$ cat src/hdl/s5auth_pkg.sv
`default_nettype none

package s5auth_pkg;

   localparam logic [7:0] AUTH_VERSION = 8'h01;

   typedef enum logic [2:0] {
      PH_VERSION = 3'd0,
      PH_ULEN    = 3'd1,
      PH_UNAME   = 3'd2,
      PH_PLEN    = 3'd3,
      PH_PASSWD  = 3'd4,
      PH_DONE    = 3'd5,
      PH_BADVER  = 3'd6,
      PH_BADLEN  = 3'd7
   } phase_type;

   typedef enum logic [1:0] {
      ROLE_NONE = 2'd0,
      ROLE_USER = 2'd1,
      ROLE_PASS = 2'd2
   } role_type;

   typedef struct packed {
      phase_type  phase;
      logic       failed;
      logic       finished;
      logic       consumed;
      role_type   cred_role;
      logic [7:0] cred_index;
      logic [7:0] cred_byte;
   } rsp_type;

endpackage

`default_nettype wire

$ cat src/hdl/s5auth_if.sv
`default_nettype none

interface s5auth_req_if;
   logic       valid;
   logic       ready;
   logic [7:0] data_byte;
   logic       restart;

   modport source (output valid, output data_byte, output restart, input ready);
   modport sink   (input valid, input data_byte, input restart, output ready);
endinterface

interface s5auth_rsp_if;
   logic                 valid;
   logic                 ready;
   s5auth_pkg::phase_type phase;
   logic                 failed;
   logic                 finished;
   logic                 consumed;
   s5auth_pkg::role_type cred_role;
   logic [7:0]           cred_index;
   logic [7:0]           cred_byte;

   modport source (output valid, output phase, output failed, output finished,
                   output consumed, output cred_role, output cred_index,
                   output cred_byte, input ready);
   modport sink   (input valid, input phase, input failed, input finished,
                   input consumed, input cred_role, input cred_index,
                   input cred_byte, output ready);
endinterface

`default_nettype wire

$ cat src/hdl/socks5_auth_request_parser_core.sv
// Username/password authentication request parser.
// req: one byte of the request per transaction (data_byte), with restart to
//    return to the version phase before that byte is handled.
// rsp: exactly one transaction per request byte, in order: phase after the
//    byte, failed, finished, consumed, and for credential bytes the role,
//    index within the username or password, and the byte itself.
// Response: registered; valid in the cycle after the request transaction.
// Throughput: one byte per cycle while rsp is not stalled; the phase and counter update is a compare
//    and an 8-bit increment between the parser state and the response register.
// Reset: synchronous, active high; the parser returns to the version phase
//    with lengths and positions cleared, and no response is pending.
// Stall: while rsp is held off the response register holds its transaction;
//    req.ready stays high as long as the register is empty or drains in the
//    same cycle, so a stalled receiver stops the request side after one byte.
// After finished or an error the parser ignores bytes (consumed low) until
//    a restart.
`default_nettype none

module socks5_auth_request_parser_core (
   input wire logic      clock,
   input wire logic      reset,
   s5auth_req_if.sink    req,
   s5auth_rsp_if.source  rsp
);

   s5auth_pkg::phase_type phase_ff, phase_in, cur_phase;
   logic [7:0] ulen_ff, ulen_in, cur_ulen;
   logic [7:0] plen_ff, plen_in, cur_plen;
   logic [7:0] upos_ff, upos_in, cur_upos;
   logic [7:0] ppos_ff, ppos_in, cur_ppos;
   logic       rsp_valid_ff, rsp_valid_in;
   s5auth_pkg::rsp_type rsp_ff, rsp_in;
   logic       accept;

   assign req.ready = !rsp_valid_ff || rsp.ready;
   assign accept    = req.valid && req.ready;

   always_comb begin
      cur_phase = req.restart ? s5auth_pkg::PH_VERSION : phase_ff;
      cur_ulen  = req.restart ? 8'd0 : ulen_ff;
      cur_plen  = req.restart ? 8'd0 : plen_ff;
      cur_upos  = req.restart ? 8'd0 : upos_ff;
      cur_ppos  = req.restart ? 8'd0 : ppos_ff;

      phase_in = cur_phase;
      ulen_in  = cur_ulen;
      plen_in  = cur_plen;
      upos_in  = cur_upos;
      ppos_in  = cur_ppos;

      rsp_in.cred_role  = s5auth_pkg::ROLE_NONE;
      rsp_in.cred_index = 8'd0;
      rsp_in.cred_byte  = 8'd0;
      rsp_in.consumed   = 1'b1;

      unique case (cur_phase)
         s5auth_pkg::PH_VERSION: begin
            phase_in = (req.data_byte == s5auth_pkg::AUTH_VERSION) ?
                       s5auth_pkg::PH_ULEN : s5auth_pkg::PH_BADVER;
         end
         s5auth_pkg::PH_ULEN: begin
            ulen_in  = req.data_byte;
            phase_in = (req.data_byte == 8'd0) ?
                       s5auth_pkg::PH_BADLEN : s5auth_pkg::PH_UNAME;
         end
         s5auth_pkg::PH_UNAME: begin
            rsp_in.cred_role  = s5auth_pkg::ROLE_USER;
            rsp_in.cred_index = cur_upos;
            rsp_in.cred_byte  = req.data_byte;
            upos_in = cur_upos + 8'd1;
            if (upos_in == cur_ulen) begin
               phase_in = s5auth_pkg::PH_PLEN;
            end
         end
         s5auth_pkg::PH_PLEN: begin
            plen_in  = req.data_byte;
            phase_in = (req.data_byte == 8'd0) ?
                       s5auth_pkg::PH_BADLEN : s5auth_pkg::PH_PASSWD;
         end
         s5auth_pkg::PH_PASSWD: begin
            rsp_in.cred_role  = s5auth_pkg::ROLE_PASS;
            rsp_in.cred_index = cur_ppos;
            rsp_in.cred_byte  = req.data_byte;
            ppos_in = cur_ppos + 8'd1;
            if (ppos_in == cur_plen) begin
               phase_in = s5auth_pkg::PH_DONE;
            end
         end
         s5auth_pkg::PH_DONE, s5auth_pkg::PH_BADVER, s5auth_pkg::PH_BADLEN: begin
            rsp_in.consumed = 1'b0;
         end
      endcase

      rsp_in.phase    = phase_in;
      rsp_in.failed   = (phase_in == s5auth_pkg::PH_BADVER) ||
                        (phase_in == s5auth_pkg::PH_BADLEN);
      rsp_in.finished = (phase_in == s5auth_pkg::PH_DONE) || rsp_in.failed;
   end

   assign rsp_valid_in = accept || (rsp_valid_ff && !rsp.ready);

   always_ff @(posedge clock) begin
      if (reset) begin
         phase_ff     <= s5auth_pkg::PH_VERSION;
         ulen_ff      <= 8'd0;
         plen_ff      <= 8'd0;
         upos_ff      <= 8'd0;
         ppos_ff      <= 8'd0;
         rsp_valid_ff <= 1'b0;
      end else begin
         rsp_valid_ff <= rsp_valid_in;
         if (accept) begin
            phase_ff <= phase_in;
            ulen_ff  <= ulen_in;
            plen_ff  <= plen_in;
            upos_ff  <= upos_in;
            ppos_ff  <= ppos_in;
         end
      end
   end

   always_ff @(posedge clock) begin
      if (accept) begin
         rsp_ff <= rsp_in;
      end
   end

   assign rsp.valid      = rsp_valid_ff;
   assign rsp.phase      = rsp_ff.phase;
   assign rsp.failed     = rsp_ff.failed;
   assign rsp.finished   = rsp_ff.finished;
   assign rsp.consumed   = rsp_ff.consumed;
   assign rsp.cred_role  = rsp_ff.cred_role;
   assign rsp.cred_index = rsp_ff.cred_index;
   assign rsp.cred_byte  = rsp_ff.cred_byte;

endmodule

`default_nettype wire

$ cat src/flat_wrapper.sv
// flat-port wrapper written by rule: the top's interface ports become plain ports
module socks5_auth_request_parser_core_flat 
  (clock, reset, req_valid, req_data_byte, req_restart, req_ready, rsp_valid, rsp_phase, rsp_failed, rsp_finished, rsp_consumed, rsp_cred_role, rsp_cred_index, rsp_cred_byte, rsp_ready);
  s5auth_req_if req_i ();
  s5auth_rsp_if rsp_i ();
  input wire logic clock;
  input wire logic reset;
  input wire logic [$bits(req_i.valid)-1:0] req_valid;
  input wire logic [$bits(req_i.data_byte)-1:0] req_data_byte;
  input wire logic [$bits(req_i.restart)-1:0] req_restart;
  output wire logic [$bits(req_i.ready)-1:0] req_ready;
  output wire logic [$bits(rsp_i.valid)-1:0] rsp_valid;
  output wire logic [$bits(rsp_i.phase)-1:0] rsp_phase;
  output wire logic [$bits(rsp_i.failed)-1:0] rsp_failed;
  output wire logic [$bits(rsp_i.finished)-1:0] rsp_finished;
  output wire logic [$bits(rsp_i.consumed)-1:0] rsp_consumed;
  output wire logic [$bits(rsp_i.cred_role)-1:0] rsp_cred_role;
  output wire logic [$bits(rsp_i.cred_index)-1:0] rsp_cred_index;
  output wire logic [$bits(rsp_i.cred_byte)-1:0] rsp_cred_byte;
  input wire logic [$bits(rsp_i.ready)-1:0] rsp_ready;
  assign req_i.valid = req_valid;
  assign req_i.data_byte = req_data_byte;
  assign req_i.restart = req_restart;
  assign req_ready = req_i.ready;
  assign rsp_valid = rsp_i.valid;
  assign rsp_phase = rsp_i.phase;
  assign rsp_failed = rsp_i.failed;
  assign rsp_finished = rsp_i.finished;
  assign rsp_consumed = rsp_i.consumed;
  assign rsp_cred_role = rsp_i.cred_role;
  assign rsp_cred_index = rsp_i.cred_index;
  assign rsp_cred_byte = rsp_i.cred_byte;
  assign rsp_i.ready = rsp_ready;
  socks5_auth_request_parser_core u_core (.clock(clock), .reset(reset), .req(req_i), .rsp(rsp_i));
endmodule
$ cat config.mk
export PLATFORM = sky130hd
export DESIGN_NAME = socks5_auth_request_parser_core_flat
export DESIGN_NICKNAME = d
export VERILOG_FILES = /design/src/hdl/s5auth_pkg.sv /design/src/hdl/s5auth_if.sv /design/src/hdl/socks5_auth_request_parser_core.sv /design/src/flat_wrapper.sv
export SDC_FILE = /design/constraint.sdc
export NUM_CORES = 1
export LEC_CHECK = 0
export BUFFER_PORTS_ARGS = -buffer_cell sky130_fd_sc_hd__clkbuf_2
export CAP_MARGIN = 5
export CORE_MARGIN = 8
export CORE_UTILIZATION = 50
export CTS_CLUSTER_SIZE = 10
export DETAILED_ROUTE_END_ITERATION = 12
export GPL_ROUTABILITY_DRIVEN = 0
export GPL_TIMING_DRIVEN = 0
export PLACE_DENSITY = 0.67
export SLEW_MARGIN = 20
export SYNTH_ARGS = -nofsm -noshare
export SYNTH_HDL_FRONTEND = slang
export SYNTH_SLANG_ARGS = --single-unit
$ cat constraint.sdc
create_clock -name clock -period 6.95 [get_ports clock]
set_input_delay 1.0425 -clock clock [delete_from_list [all_inputs] [get_ports clock]]
set_output_delay 1.0425 -clock clock [all_outputs]
set_load 0.02 [all_outputs]
==> results.ini <==
[drt]
route.met2.wl_um = 4249
routed.top_layer = met4
drc = 0
drtIter0Drc = 312
wire_per_inst_um = 18.38
num_vias = 2879
drt_pass1_iterations = 5
via_per_inst = 5.998
drt-met1-wl_um = 3579
routed-wl-met3_um = 754
wirelength_um = 8822
ant_nets = 0

[timing]
setup_viol = 0
fin_skew_ns = 0.01459
finalCritPeriodShare_pct = 52.87
drv_slew = 0
max_freq_mhz = 272.1
hold_viol_final = 0
fin_ws_ns = 3.275
maxSlewHeadroom_pct = 42.89
fin_crit_ns = 3.675
rsz0062_at_grt = false
worstMarginPinSlew_ns = 0.8496
tns_ns = 0

[global_routing]
grt_usage_pct = 20.77
antenna_found_initial = 0
grt_pass1_wl_um = 14300
grt-ovfl-total = 0
grt_max_degree = 25
grt_pass1_vias = 2851

[critical_path]
cp_cell_sequence = buf_6 -> clkbuf_1 -> buf_2 -> buf_2 -> nor2b_1 -> ha_1 -> clkbuf_1 -> a31o_2 -> nand4_1 -> a31oi_1 -> o21ai_0 -> a31oi_1
path_buf_inv = 5
critPathRequiredTime_ns = 7.04
end_kind = flop
cpMaxStageDelayCell = clkbuf_1
critPathMaxStageDelay_ns = 0.46
rrSetupSlack_ns = 4.55
cp.arrival_ns = 3.76
critical_path.top_delay_family = buffers and inverters
start_kind = primary input
path_max_fanout = 10
worstSetupPathType = in -> reg

[logic_synthesis]
postSynthCellCount = 350
avgSynthCellArea_um2 = 9.034
ys_seq_area_share_pct = 45.59
yosysTopAreaCellShare_pct = 22.79
synth-edff-count = 24
synth_warnings = 0
synthArstFlopShare_pct = 0
yosys.cell_types.count = 64
synth_nets = 365
synth.largest_area_cell = dfxtp_1
synth_ff_type = dfxtp_1
synth_area_leaders = dfxtp_1 23%, edfxtp_1 23%, nor2_1 4.6%
synth_area_um2 = 3162
ys_ff_latch = 60

[placement]
port_buffers = 36
detailed_place_hpwl_um = 6245
place_worst_setup_slack_ns = 2.989

[layout]
mostFrequentLayoutCells = 39 x nor2_1, 37 x clkbuf_2, 36 x dfxtp_1
antennaDiodeCount = 0
drive_gt1_share_pct = 17.87
nets = 413
layout.cells.most_common = nor2_1
area_growth_pct = 16.22

[clocking]
path_clk_slew_ns = 0.07
clock_latency_ns = 0.36
cts.sinks = 60
post-cts-setup-buffer-count = 0
cts_buffers = 9
cts.path.max_buffers = 2
clock_tree.root_cell = clkbuf_8
postCtsResizedCells = 0
htreeDepth = 3
hold_buffers = 0
cts_tree = done

[power]
power-per-cell-area_nw_per_um2 = 220.7
max-vdd-ir-drop_mv = 0.1213
p_leak_nw = 1.332

[floorplanning]
row_count = 29
initial_core_util_pct = 50.66
core_area_um2 = 6241
dieWidth_um = 95.52
die_y_um = 95.52
ios = 39
dieArea_um2 = 9124

[status]
status = complete, no violations

[hold_path]
hold_class = reg -> reg

[job]
cap_violations = 0

[state kept, by name, summed over array words and instances (netlist names)]
register               flops
u_core.rsp.consumed        1
u_core.ppos_ff             8
u_core.rsp.cred_index      8
u_core.rsp.cred_byte       8
u_core.upos_ff             8
u_core.rsp.failed          1
u_core.rsp.valid           1
u_core.ulen_ff             8
u_core.rsp.finished        1
u_core.rsp.cred_role       2
u_core.rsp.phase           3
u_core.plen_ff             8
u_core.phase_ff            3
[logic make-up (layout without fill, tap and decap cells)]
group / after synthesis / in the layout / share of synthesized area, %
flops: 60 / 60 / 45.59
mux: 1 / 1 / 0.3166
fa+ha+maj: 2 / 2 / 0.7913
compound gates: 108 / 108 / 22.40
simple gates: 125 / 125 / 21.21
buf+inv: 38 / 91 / 5.263
xor+xnor: 16 / 16 / 4.432
[cells in the mapped netlist, types with 8 or more instances]
library cell	number
o21ai_0	21
nand2b_1	8
nand2_1	19
nand3_1	9
buf_2	9
dfxtp_1	36
nor2b_1	13
nor2_1	39
edfxtp_1	24
clkbuf_1	17
a21oi_1	27
nor3_1	8
xnor2_1	12
a22oi_1	18
[per-layer routing]
layer | track usage (%) | up-vias
met5 | 0 | -
met4 | 10.50 | 0
met3 | 3.622 | 23
met2 | 34.69 | 130
met1 | 25.11 | 1345
li1 | - | 1381
[worst min-delay path, stage by stage, from the launching register on]
cell and delay (ns):
dfxtp_1 0.35, nand2_1 0.07, a21oi_1 0.06
[worst paths after layout]
check	start	end	cells after the start
hold reg to reg	u_core.ppos_ff[0]$_SDFFE_PP0P_	u_core.ppos_ff[0]$_SDFFE_PP0P_	2
setup / recovery	req_restart	u_core.rsp.finished$_DFFE_PP_	12
setup reg to reg	u_core.ppos_ff[1]$_SDFFE_PP0P_	u_core.rsp.finished$_DFFE_PP_	9
hold / removal	u_core.ppos_ff[0]$_SDFFE_PP0P_	u_core.ppos_ff[0]$_SDFFE_PP0P_	2
[per-stage QoR]
stage | area, um^2 | utilization [%] | hold WS, ns | cells | total power [mW]
after floorplan | 3162 | - | 0.4767 | 350 | 0.4435
after global placement | 3438 | 55.09 | 0.4988 | 463 | 0.4725
after detailed placement | 3467 | 55.55 | 0.5132 | 464 | 0.4761
after CTS | 3675 | 58.88 | 0.5234 | 480 | 0.8107
after global routing | 3675 | 58.88 | 0.5686 | 480 | 0.8368
final | 3675 | 58.88 | 0.5194 | 480 | 0.8110
[power breakdown]
group / leakage, nW / switching, mW / total (mW) / internal, mW
logic: 0.707 / 0.0607 / 0.0868 / 0.0261
clock network: 0.103 / 0.142 / 0.342 / 0.200
registers: 0.523 / 0.00410 / 0.382 / 0.378
[final cells by class]
class / count / area [um^2]
inverters: 9 / 35.03
repair buffers: 37 / 207.7
multi-input cells: 252 / 1554
plain buffers: 29 / 132.6
clock buffers: 11 / 131.4
flip-flops and latches: 60 / 1441
fillers: 561 / 2566
well taps: 77 / 96.34
clock inverters: 5 / 76.32
Power figures use the tool's default switching activity.
